--- src/rtl/srw_pkg.sv ---
`timescale 1ns / 1ps

package srw_pkg;

    localparam int CFG_DATA_BITS = 32;
    localparam int CFG_ADDR_BITS = 2;
    localparam int CNT_BITS      = 32;
    localparam int ACT_BITS      = 2;
    localparam int END_BITS      = 49;
    localparam int LEAP_FACTOR   = 10;
    localparam int LEAP_BITS     = 36;

    localparam logic [CFG_ADDR_BITS-1:0] CFG_SILENCE  = 2'd0;
    localparam logic [CFG_ADDR_BITS-1:0] CFG_STALL    = 2'd1;
    localparam logic [CFG_ADDR_BITS-1:0] CFG_COOLDOWN = 2'd2;

    localparam logic [CFG_DATA_BITS-1:0] SILENCE_RESET  = 32'd3000;
    localparam logic [CFG_DATA_BITS-1:0] STALL_RESET    = 32'd5000;
    localparam logic [CFG_DATA_BITS-1:0] COOLDOWN_RESET = 32'd10000;

    localparam logic [ACT_BITS-1:0] ACT_NONE      = 2'd0;
    localparam logic [ACT_BITS-1:0] ACT_RECONNECT = 2'd1;
    localparam logic [ACT_BITS-1:0] ACT_RESTART   = 2'd2;

    localparam int OUT_RAW_BITS = 2 * CNT_BITS + 1 + END_BITS;
    localparam int OUT_BITS     = ((OUT_RAW_BITS + 7) / 8) * 8;

    typedef struct packed {
        logic [CFG_DATA_BITS-1:0] silence_limit_ms;
        logic [CFG_DATA_BITS-1:0] stall_limit_ms;
        logic [CFG_DATA_BITS-1:0] quiet_ms;
        logic [LEAP_BITS-1:0]     leap_limit_ms;
    } t_cfg;

    typedef struct packed {
        logic [ACT_BITS-1:0] action;
        logic [CNT_BITS-1:0] reconnect_total;
        logic [CNT_BITS-1:0] restart_total;
        logic                cooldown_known;
        logic [END_BITS-1:0] cooldown_end_ms;
    } t_result;

endpackage

--- src/rtl/srw_cfg.sv ---
`timescale 1ns / 1ps

module srw_cfg (
    input  logic                                i_clk,
    input  logic                                i_rst_n,
    input  logic                                i_cfg_valid,
    input  logic [srw_pkg::CFG_ADDR_BITS-1:0]   i_cfg_addr,
    input  logic [srw_pkg::CFG_DATA_BITS-1:0]   i_cfg_data,
    output srw_pkg::t_cfg                       o_cfg
);
    import srw_pkg::*;

    t_cfg r_cfg;

    always_ff @(posedge i_clk) begin
        if (!i_rst_n) begin
            r_cfg.silence_limit_ms <= SILENCE_RESET;
            r_cfg.stall_limit_ms   <= STALL_RESET;
            r_cfg.quiet_ms         <= COOLDOWN_RESET;
            r_cfg.leap_limit_ms    <= LEAP_BITS'(SILENCE_RESET) * LEAP_BITS'(LEAP_FACTOR);
        end else if (i_cfg_valid) begin
            unique case (i_cfg_addr)
                CFG_SILENCE: begin
                    r_cfg.silence_limit_ms <= i_cfg_data;
                    r_cfg.leap_limit_ms    <= LEAP_BITS'(i_cfg_data) * LEAP_BITS'(LEAP_FACTOR);
                end
                CFG_STALL:    r_cfg.stall_limit_ms <= i_cfg_data;
                CFG_COOLDOWN: r_cfg.quiet_ms       <= i_cfg_data;
                default: begin
                end
            endcase
        end
    end

    assign o_cfg = r_cfg;

endmodule

--- src/rtl/srw_core.sv ---
`timescale 1ns / 1ps

module srw_core #(
    parameter int TIME_BITS = 48
) (
    input  logic                              i_clk,
    input  logic                              i_rst_n,
    input  logic                              i_advance,
    input  srw_pkg::t_cfg                     i_cfg,
    input  logic [TIME_BITS-1:0]              i_now_ms,
    input  logic                              i_stream_up,
    input  logic                              i_datagram_seen,
    input  logic [TIME_BITS-1:0]              i_last_datagram_ms,
    input  logic                              i_decode_pending,
    input  logic [TIME_BITS-1:0]              i_pending_since_ms,
    input  logic [srw_pkg::CNT_BITS-1:0]      i_decoder_chatter,
    output srw_pkg::t_result                  o_result
);
    import srw_pkg::*;

    localparam int CMP_W = (TIME_BITS > LEAP_BITS) ? TIME_BITS : LEAP_BITS;
    localparam int SUM_W = (TIME_BITS + 1 > END_BITS) ? TIME_BITS + 1 : END_BITS;

    logic                 r_prev_valid;
    logic [TIME_BITS-1:0] r_prev_ms;
    logic                 r_acted_valid;
    logic [TIME_BITS-1:0] r_acted_ms;
    logic [CNT_BITS-1:0]  r_prev_chatter;
    logic                 r_chatter_seeded;
    logic [CNT_BITS-1:0]  r_reconnect_cnt;
    logic [CNT_BITS-1:0]  r_restart_cnt;

    logic                 n_acted_valid;
    logic [TIME_BITS-1:0] n_acted_ms;
    logic [CNT_BITS-1:0]  n_reconnect_cnt;
    logic [CNT_BITS-1:0]  n_restart_cnt;

    function automatic logic [TIME_BITS:0] f_diff(
        input logic [TIME_BITS-1:0] a,
        input logic [TIME_BITS-1:0] b
    );
        return {1'b0, a} - {1'b0, b};
    endfunction

    function automatic logic f_ge(
        input logic [TIME_BITS:0] d,
        input logic [CMP_W-1:0]   limit
    );
        return !d[TIME_BITS] && (CMP_W'(d[TIME_BITS-1:0]) >= limit);
    endfunction

    logic [TIME_BITS:0] delta;
    logic [TIME_BITS:0] dg_age;
    logic [TIME_BITS:0] pend_age;
    logic [TIME_BITS:0] act_age;
    logic               backward;
    logic               leap;
    logic               trusted;
    logic               cooling;
    logic               silent;
    logic               spoke;
    logic               stalled;
    logic               do_reconnect;
    logic               do_restart;
    logic               take_now;
    logic               cd_on;
    logic [SUM_W-1:0]   end_now;
    logic [SUM_W-1:0]   end_old;

    always_comb begin
        delta    = f_diff(i_now_ms, r_prev_ms);
        dg_age   = f_diff(i_now_ms, i_last_datagram_ms);
        pend_age = f_diff(i_now_ms, i_pending_since_ms);
        act_age  = f_diff(i_now_ms, r_acted_ms);
        cd_on    = (i_cfg.quiet_ms != '0);

        backward = r_prev_valid && delta[TIME_BITS];
        leap     = r_prev_valid && (i_cfg.leap_limit_ms != '0)
                   && f_ge(delta, CMP_W'(i_cfg.leap_limit_ms));
        trusted  = !(backward || leap);

        cooling  = cd_on && r_acted_valid
                   && !f_ge(act_age, CMP_W'(i_cfg.quiet_ms));
        silent   = i_stream_up && i_datagram_seen
                   && f_ge(dg_age, CMP_W'(i_cfg.silence_limit_ms));
        spoke    = r_chatter_seeded && (i_decoder_chatter != r_prev_chatter);
        stalled  = i_decode_pending && !spoke
                   && f_ge(pend_age, CMP_W'(i_cfg.stall_limit_ms));

        do_reconnect = trusted && silent && !cooling;
        do_restart   = trusted && !silent && stalled && !cooling;
        take_now     = do_reconnect || do_restart || (leap && r_acted_valid);

        n_acted_valid = r_acted_valid || do_reconnect || do_restart;
        n_acted_ms    = take_now ? i_now_ms : r_acted_ms;

        n_reconnect_cnt = r_reconnect_cnt;
        if (do_reconnect && (r_reconnect_cnt != '1)) begin
            n_reconnect_cnt = r_reconnect_cnt + CNT_BITS'(1);
        end
        n_restart_cnt = r_restart_cnt;
        if (do_restart && (r_restart_cnt != '1)) begin
            n_restart_cnt = r_restart_cnt + CNT_BITS'(1);
        end

        end_now = SUM_W'(i_now_ms) + SUM_W'(i_cfg.quiet_ms);
        end_old = SUM_W'(r_acted_ms) + SUM_W'(i_cfg.quiet_ms);

        if (do_reconnect) begin
            o_result.action = ACT_RECONNECT;
        end else if (do_restart) begin
            o_result.action = ACT_RESTART;
        end else begin
            o_result.action = ACT_NONE;
        end
        o_result.reconnect_total = n_reconnect_cnt;
        o_result.restart_total   = n_restart_cnt;
        o_result.cooldown_known  = n_acted_valid && cd_on;
        if (n_acted_valid && cd_on) begin
            o_result.cooldown_end_ms = take_now ? end_now[END_BITS-1:0]
                                                : end_old[END_BITS-1:0];
        end else begin
            o_result.cooldown_end_ms = '0;
        end
    end

    always_ff @(posedge i_clk) begin
        if (!i_rst_n) begin
            r_prev_valid     <= 1'b0;
            r_prev_ms        <= '0;
            r_acted_valid    <= 1'b0;
            r_acted_ms       <= '0;
            r_prev_chatter   <= '0;
            r_chatter_seeded <= 1'b0;
            r_reconnect_cnt  <= '0;
            r_restart_cnt    <= '0;
        end else if (i_advance) begin
            r_prev_valid     <= 1'b1;
            r_prev_ms        <= i_now_ms;
            r_acted_valid    <= n_acted_valid;
            r_acted_ms       <= n_acted_ms;
            r_prev_chatter   <= i_decoder_chatter;
            r_chatter_seeded <= 1'b1;
            r_reconnect_cnt  <= n_reconnect_cnt;
            r_restart_cnt    <= n_restart_cnt;
        end
    end

endmodule

--- src/rtl/stream_recovery_watchdog.sv ---
`timescale 1ns / 1ps
// Stream recovery watchdog.
// The slave stream carries one tick transaction per timer tick; the master
// stream returns exactly one decision transaction per tick, in order.
// action in m_axis_tuser is none, reconnect stream or restart decoder; tdata
// carries the saturating action totals and the end of the cooldown window.
// The config channel writes silence, stall and cooldown limits (index 0..2);
// it is always ready; the user must write it only while no tick is in flight (unenforced).
// A tick accepted into the tick register is offered on the master side from
// the decision register (two register stages: tick register, decision register).
// Throughput: one tick per cycle while the master side does not stall; the
// decision for the tick in the tick register comes combinationally from the
// subtract-and-compare logic on the watchdog state, updated in that same cycle.
// Reset clears the history, action totals and cooldown, and restores the
// limits to 3000, 5000 and 10000 ms.
// When the master side stalls, the decision register holds; one more tick is
// taken into the tick register, after which s_axis_tready drops.
module stream_recovery_watchdog #(
    parameter int TIME_BITS = 48
) (
    input  logic                                  i_clk,
    input  logic                                  i_rst_n,
    input  logic                                  s_axis_tvalid,
    output logic                                  s_axis_tready,
    // now_ms, stream_up, last_datagram_ms, pending_since_ms, decoder_chatter
    input  logic [((3*TIME_BITS+33+7)/8)*8-1:0]   s_axis_tdata,
    // datagram_seen, decode_pending
    input  logic [1:0]                            s_axis_tuser,
    output logic                                  m_axis_tvalid,
    input  logic                                  m_axis_tready,
    // reconnect_total, restart_total, cooldown_known, cooldown_end_ms
    output logic [srw_pkg::OUT_BITS-1:0]          m_axis_tdata,
    // action
    output logic [srw_pkg::ACT_BITS-1:0]          m_axis_tuser,
    input  logic                                  i_cfg_valid,
    output logic                                  o_cfg_ready,
    input  logic [srw_pkg::CFG_ADDR_BITS-1:0]     i_cfg_addr,
    input  logic [srw_pkg::CFG_DATA_BITS-1:0]     i_cfg_data
);
    import srw_pkg::*;

    localparam int OFS_UP     = TIME_BITS;
    localparam int OFS_LAST   = TIME_BITS + 1;
    localparam int OFS_SINCE  = 2 * TIME_BITS + 1;
    localparam int OFS_CHAT   = 3 * TIME_BITS + 1;

    t_cfg    cfg;
    t_result result;

    logic                 r_in_valid;
    logic [TIME_BITS-1:0] r_now_ms;
    logic                 r_stream_up;
    logic                 r_datagram_seen;
    logic [TIME_BITS-1:0] r_last_datagram_ms;
    logic                 r_decode_pending;
    logic [TIME_BITS-1:0] r_pending_since_ms;
    logic [CNT_BITS-1:0]  r_decoder_chatter;

    logic    r_out_valid;
    t_result r_out;

    logic s_accept;
    logic advance;

    assign advance       = r_in_valid && (!r_out_valid || m_axis_tready);
    assign s_axis_tready = !r_in_valid || advance;
    assign s_accept      = s_axis_tvalid && s_axis_tready;
    assign o_cfg_ready   = 1'b1;

    srw_cfg u_cfg (
        .i_clk       (i_clk),
        .i_rst_n     (i_rst_n),
        .i_cfg_valid (i_cfg_valid),
        .i_cfg_addr  (i_cfg_addr),
        .i_cfg_data  (i_cfg_data),
        .o_cfg       (cfg)
    );

    srw_core #(
        .TIME_BITS (TIME_BITS)
    ) u_core (
        .i_clk              (i_clk),
        .i_rst_n            (i_rst_n),
        .i_advance          (advance),
        .i_cfg              (cfg),
        .i_now_ms           (r_now_ms),
        .i_stream_up        (r_stream_up),
        .i_datagram_seen    (r_datagram_seen),
        .i_last_datagram_ms (r_last_datagram_ms),
        .i_decode_pending   (r_decode_pending),
        .i_pending_since_ms (r_pending_since_ms),
        .i_decoder_chatter  (r_decoder_chatter),
        .o_result           (result)
    );

    always_ff @(posedge i_clk) begin
        if (!i_rst_n) begin
            r_in_valid <= 1'b0;
        end else if (s_accept) begin
            r_in_valid <= 1'b1;
        end else if (advance) begin
            r_in_valid <= 1'b0;
        end
    end

    always_ff @(posedge i_clk) begin
        if (s_accept) begin
            r_now_ms           <= s_axis_tdata[TIME_BITS-1:0];
            r_stream_up        <= s_axis_tdata[OFS_UP];
            r_last_datagram_ms <= s_axis_tdata[OFS_LAST +: TIME_BITS];
            r_pending_since_ms <= s_axis_tdata[OFS_SINCE +: TIME_BITS];
            r_decoder_chatter  <= s_axis_tdata[OFS_CHAT +: CNT_BITS];
            r_datagram_seen    <= s_axis_tuser[0];
            r_decode_pending   <= s_axis_tuser[1];
        end
    end

    always_ff @(posedge i_clk) begin
        if (!i_rst_n) begin
            r_out_valid <= 1'b0;
        end else if (advance) begin
            r_out_valid <= 1'b1;
        end else if (m_axis_tready) begin
            r_out_valid <= 1'b0;
        end
    end

    always_ff @(posedge i_clk) begin
        if (advance) begin
            r_out <= result;
        end
    end

    assign m_axis_tvalid = r_out_valid;
    assign m_axis_tuser  = r_out.action;
    assign m_axis_tdata  = OUT_BITS'({r_out.cooldown_end_ms, r_out.cooldown_known,
                                      r_out.restart_total, r_out.reconnect_total});

endmodule
--- config.mk ---
export PLATFORM = sky130hd
export DESIGN_NAME = stream_recovery_watchdog
export DESIGN_NICKNAME = d
export VERILOG_FILES = /design/src/rtl/srw_pkg.sv /design/src/rtl/srw_cfg.sv /design/src/rtl/srw_core.sv /design/src/rtl/stream_recovery_watchdog.sv
export SDC_FILE = /design/constraint.sdc
export NUM_CORES = 2
export LEC_CHECK = 0
export BUFFER_PORTS_ARGS = -buffer_cell sky130_fd_sc_hd__buf_2
export CAP_MARGIN = 20
export CORE_UTILIZATION = 30
export DETAILED_ROUTE_END_ITERATION = 10
export GPL_ROUTABILITY_DRIVEN = 0
export PLACE_DENSITY = 0.56
export SETUP_SLACK_MARGIN = 0.15
export SYNTH_ARGS = -nofsm -noshare
export SYNTH_HDL_FRONTEND = slang
export SYNTH_SLANG_ARGS = --single-unit
export TNS_END_PERCENT = 30
--- constraint.sdc ---
create_clock -name i_clk -period 21.1 [get_ports i_clk]
set_input_delay 0 -clock i_clk [delete_from_list [all_inputs] [get_ports i_clk]]
set_output_delay 0 -clock i_clk [all_outputs]
set_load 0.1 [all_outputs]
# Word level (Yosys, flattened, before mapping)
# Cells that the tools add are included.
# word_totals
reg_bits	622
latchBits	0
mem_bits_rw	0
rom_bits	0
in_bits	225
wordCells	103
mem_count	0
# classes
n_addsub	8
n_mul	1
div_mod_pow	0
magnitude_cmp	4
eq_ne	5
n_shift	0
muxes	8
bitwise	0
n_reduce_logical	52
# op_table
cell	count
$sub 48x48->49	4
$ge 48x32->1	3
$add 48x32->49	2
$add 32x1->32 const B	2
$mux 32	2
$ne 32x32->1 const B	2
$mux 49	1
$ge 48x36->1	1
$reduce_bool 36->1	1
$mul 32x3->35 const B	1
$ne 32x32->1	1
$reduce_bool 32->1	1
$logic_and 1x1->1	25
$logic_not 1->1	11
$reduce_and 2->1	4
$logic_or 1x1->1	7
$mux 1	4
$reduce_bool 2->1	2
$eq 2x1->1 const B	1
$eq 2x2->1 const B	1
$logic_not 2->1	1
$mux 2	1

# Logic depth before layout (Yosys ltp)
# logic_depth
depth_word	12
ltp_mapped	51

# Modules after synthesis
# Synthesis repeated with hierarchy kept, for this count alone.
# hier_totals
cells_unflattened	5123
hier_area_um2	43334.1
# by_module_without_submodules
mod	n_inst	cells_per_inst	area_per_inst_um2	seq_area_each_um2
srw_core	1	3974	27772.9	3883.7
stream_recovery_watchdog	1	313	9022.4	8898.5
srw_cfg	1	836	6538.8	2582.5

# Least setup slack after synthesis
# OpenSTA, ideal clock, no wires.
# synth_timing
kind	register to register
start	reg r_now_ms[0]
end	reg r_out, in the netlist m_axis_tdata[98] (data pin)
setup_time_ps	262
arrival_ps	10360
required_ps	20838
path_slack_ps	10478
stages_incl_launch_ff	48
path_buffers	3
synth_period_minus_slack_ps	10622
cell_sequence	edfxtp_1 > inv_1 > ha_1 > inv_1 > fa_1 > a211oi_1 > o211ai_1 > a41oi_1 > o21ai_0 > a31oi_1 > nor2_1 > or3_1 > nand2_1 > o21ai_0 > a21oi_1 > xnor2_1 > ha_1 > o21ai_0 > [12 not listed] > nand2_1 > o21ai_0 > ha_1 > o21a_1 > a2111oi_0 > o31ai_1 > and3_1 > a31oi_1 > o21a_1 > o31ai_1 > a221o_1 > o41a_1 > nand4_1 > nand4b_1 > clkbuf_1 > nand2_1 > xor2_1 > o22ai_1
# synth_via
elab_chain_cells	12
word_cells_on_any_way	39
classes_between	add/sub: 5; order compare: 4; mux: 1; reduce/logical: 29
# synth_rtl
element	line	rtl
start: declaration	stream_recovery_watchdog.sv:51	logic [TIME_BITS-1:0] r_now_ms;
start signal: assignment	stream_recovery_watchdog.sv:108	r_now_ms <= s_axis_tdata[TIME_BITS-1:0];
$sub 48x48->49	srw_core.sv:42	return {1'b0, a} - {1'b0, b};
$ge 48x36->1 / $logic_not 1->1 (equally long branches)	srw_core.sv:49	return !d[TIME_BITS] && (CMP_W'(d[TIME_BITS-1:0]) >= limit);
$logic_and 1x1->1	srw_core.sv:49	
$logic_and 1x1->1	srw_core.sv:79	&& f_ge(delta, CMP_W'(i_cfg.leap_limit_ms));
$logic_or 1x1->1	srw_core.sv:80	trusted = !(backward || leap);
$logic_not 1->1	srw_core.sv:80	
$logic_and 1x1->1 (3 in series)	srw_core.sv:91	do_restart = trusted && !silent && stalled && !cooling;
$logic_or 1x1->1 (2 in series)	srw_core.sv:92	take_now = do_reconnect || do_restart || (leap && r_acted_valid);
$mux 49	srw_core.sv:120	o_result.cooldown_end_ms = take_now ? end_now[END_BITS-1:0]
end signal: assignment	stream_recovery_watchdog.sv:130	r_out <= result;
end: declaration	stream_recovery_watchdog.sv:60	t_result r_out;
# Several ways; a longest one is shown, not always the timed one.
# A chain may end at the register's enable or synchronous reset.

# Worst setup path after layout
# layout_timing
start	reg r_now_ms[0]
end	reg r_out, in the netlist m_axis_tdata[106] (data pin)
# The elaborated chain is that of the path after synthesis.

==> results.tsv <==
stage	metric	value	unit
setup_path	r2r endpoint	m_axis_tdata[106]	
power_and_ir_drop	Cell Pwr Density	69.9	mW/mm^2
yosys	sequential share of the synthesized area	36.4	%
sta	max-slew violation count	0	
detailed_routing	Wirelength per Cell	17.6	um
yosys	Main synth FF type	dfxtp_1	
setup_path	CP Class	reg -> reg	
detailed_routing	vias per cell	5.02	
yosys	Unique masters post-synth	95	
setup_path	CP Launch Type	flop	
cts	clk root buf	clkbuf_16	
cts	clock latency on the worst-skew pair	0.68	ns
die	io pins	350	
cts	Reg clk slew, reported paths	0.06	ns
job	max-cap violations	0	
final_layout	share of cells above drive strength 1	10.1	%
yosys	FFs w/ async S/R, synth	0	%
min_path	Hold Crit Depth	2	
detailed_routing	DRT Wirelength	134	mm
power_and_ir_drop	Switching Share	32.4	%
setup_path	Req. time, crit path	21.53	ns
yosys	top post-synthesis cells by area	edfxtp_1 (21%), dfxtp_1 (15%), ha_1 (12%), nand2_1 (7.0%), a21oi_1 (6.5%)	
detailed_routing	1st-pass router iterations	6	
yosys	number of flops mapped to enable cells by yosys	295	
setup_path	Crit path arrival time	13.97	ns
detailed_routing	vias	38200	
setup_path	R2R Setup Slk	7.56	ns
sta	setup TNS	0	ns
place	DP Area	0.0458	mm^2
die	DIE AREA	0.142	mm^2
global_routing	GRT Resource Usage Total	18.4	%
cts	clock sinks	620	
setup_path	CP max FO	29	
place	port bufs	335	
setup_path	slowest CP cell	nand4b_1	
power_and_ir_drop	Comb power frac	25.4	%
global_routing	antenna violations before repair	5	
yosys	synthesized cell area	0.0422	mm^2
global_routing	vias in the first global route	36800	
power_and_ir_drop	maximum VDD drop	0.0599	mV
min_path	Min-Delay Endpoint	r_now_ms[0]	
yosys	flops & latches, synth	620	
global_routing	gr ovfl total	0	
power_and_ir_drop	Int Power	2460	uW
detailed_routing	DR iter-0 viols	2339	
global_routing	largest net degree at the start of global routing	122	
min_path	min-delay src	s_axis_tdata[0]	
final_layout	Nets	6299	
min_path	Min-Delay Path Class	in -> reg	
yosys	Synth Warn #	0	
cts	post-CTS setup buffers	0	
power_and_ir_drop	clock share of power	37.1	%
setup_path	r2r worst-path depth	44	
yosys	area share of the largest cell type after synthesis	21.0	%
die	core area	0.140	mm^2
setup_path	CP Capture Type	flop	
cts	TritonCTS clock tree	yes	
power_and_ir_drop	Net Switching	1180	uW
setup_path	FF-to-FF Start	r_now_ms[0]	
yosys	Mean Syn Cell Area	8.40	um^2
power_and_ir_drop	Leakage	0.0204	uW
sta	fin crit period	13.54	ns
final_layout	Layout area overhead	23.2	%
sta	clock skew	0.0359	ns
yosys	Yosys top cell by area	edfxtp_1	
final_layout	Layout Utilization	37.3	%
global_routing	first-pass GRT wire length	205	mm
detailed_routing	number of remaining DRC errors	0	
yosys	Syn Inst Count	5024	
sta	Final Hold Fails	0	
sta	RSZ-0062 raised after global routing	no	
cts	total CTS buffers	76	
die	row cnt	137	
die	Die Span Y	377	um
place	DP HPWL	100	mm
cts	CTS max path bufs	3	
sta	measured slew at the worst slew-check pin	1.20	ns
die	Die X	377	um
status	status	finished clean	
setup_path	crit-path max cell delay	0.67	ns
sta	final setup fails	0	
sta	fmax	0.0738	GHz
sta	final clock period utilization by the worst path	64.2	%
final_layout	post-route cell area	0.0520	mm^2
cts	H-tree depth	3	
die	Starting Density	30.3	%
detailed_routing	remaining antenna violation count	0	
sta	relative slew slack	17.8	%
power_and_ir_drop	Flop pwr share	37.5	%
[registers in the layout, summed over array words and instances (netlist names), 48 cells and up]
register / flops
r_last_datagram_ms: 48
m_axis_tdata: 114
u_core.r_prev_ms: 48
r_now_ms: 48
r_pending_since_ms: 48
u_core.r_acted_ms: 48
u_cfg.o_cfg: 129
[power groups by stage]
stage / Combinational (uW) / Clock [uW] / Sequential [uW]
2_1_floorplan: 563 / 0 / 1460
3_3_place_gp: 853 / 0 / 1390
3_5_place_dp: 864 / 0 / 1390
4_1_cts: 920 / 1390 / 1360
5_1_grt: 1020 / 1440 / 1370
6_report: 925 / 1350 / 1360
[stage by stage]
step                setup WS, ns  total power (uW)  instances  hold slack [ns]
floorplan                  10.48              2020       5029           0.0989
global route                6.66              3830       7595          0.00146
global placement            7.68              2240       7080            0.177
detailed placement          7.67              2250       7081            0.178
finish                      7.56              3640       7598           0.0469
CTS                         7.62              3670       7585         0.000523
[worst max-delay path, delay by kind of cell (launching register included)]
family | cells | cell delay, ns
AO/OA/AOI/OAI | 24 | 7.15
AND/OR/NAND/NOR | 13 | 4.00
adder cells (fa/ha/maj) | 4 | 1.20
flip-flops | 1 | 0.45
buffers and inverters | 2 | 0.33
XOR/XNOR | 1 | 0.10
[layer usage]
layer	share of wire (%)	vias up	wire length, um	global-route usage [%]
met4	3.3	0	4440	6.30
met1	45	17900	60500	23.8
met2	47	1025	62400	31.0
met5	0	-	0	0
li1	-	19100	-	-
met3	5.0	213	6760	2.68
[cell type report]
| cell class | instances | area, um^2 |
|---|---|---|
| fillers | 14300 | 87500 |
| clock inverters | 37 | 375 |
| flip-flops and latches | 620 | 15400 |
| inverters | 406 | 1540 |
| diodes | 11 | 27.5 |
| multi-input cells | 3808 | 24600 |
| well taps | 1876 | 2350 |
| repair buffers | 739 | 5640 |
| clock buffers | 101 | 2160 |
[worst max-delay path by stage]
stage                startpoint                end  slack, ns  depth (start not counted)
floorplan           r_now_ms[0]   m_axis_tdata[98]      10.48                         47
global placement    r_now_ms[0]  m_axis_tdata[100]       7.68                         43
detailed placement  r_now_ms[0]  m_axis_tdata[100]       7.67                         43
CTS                 r_now_ms[0]  m_axis_tdata[100]       7.62                         43
global route        r_now_ms[0]  m_axis_tdata[106]       6.66                         44
finish              r_now_ms[0]  m_axis_tdata[106]       7.56                         44
[cell usage after synthesis (18+ instances only)]
library cell	number
and3_1	55
a211oi_1	48
nor3_1	100
xor2_1	129
o21a_1	49
or2_2	22
or3_1	27
a31oi_1	30
o21bai_1	31
mux2i_1	19
buf_1	18
o21ai_0	235
o211ai_1	58
ha_1	417
nand2_1	788
nand2b_1	55
a21o_1	111
inv_1	404
nand4_1	90
xnor2_1	209
a21oi_1	548
nand3_1	110
dfxtp_1	325
nor4_1	50
edfxtp_1	295
nor2b_1	37
and2_1	24
clkbuf_1	154
nor2_1	296
[cell families (layout without fill, tap and decap cells)]
family	after synthesis	count (layout)	share of synthesized area, %
simple gates	1725	1725	19.0
mux	27	27	0.664
other cells	2	18	0.0178
xor+xnor	338	338	7.01
fa+ha+maj	423	423	12.6
flops	620	620	36.4
compound gates	1288	1288	18.7
buf+inv	601	1283	5.54
[layout by cell type, fill, tap and decap left out, types with 209 or more instances in the layout]
cell / count
dfxtp_1: 325
dlygate4sd3_1: 367
ha_1: 417
inv_1: 403
a21oi_1: 548
xnor2_1: 209
nand2_1: 788
edfxtp_1: 295
nor2_1: 296
buf_2: 335
o21ai_0: 235
[timing repair]
item	CTS	global route
setup endpoints to repair	0	0
resized for setup	0	0
hold endpoints to repair	291	3
hold buffers	366	1
No activity file was read; power rests on OpenSTA's default activity.
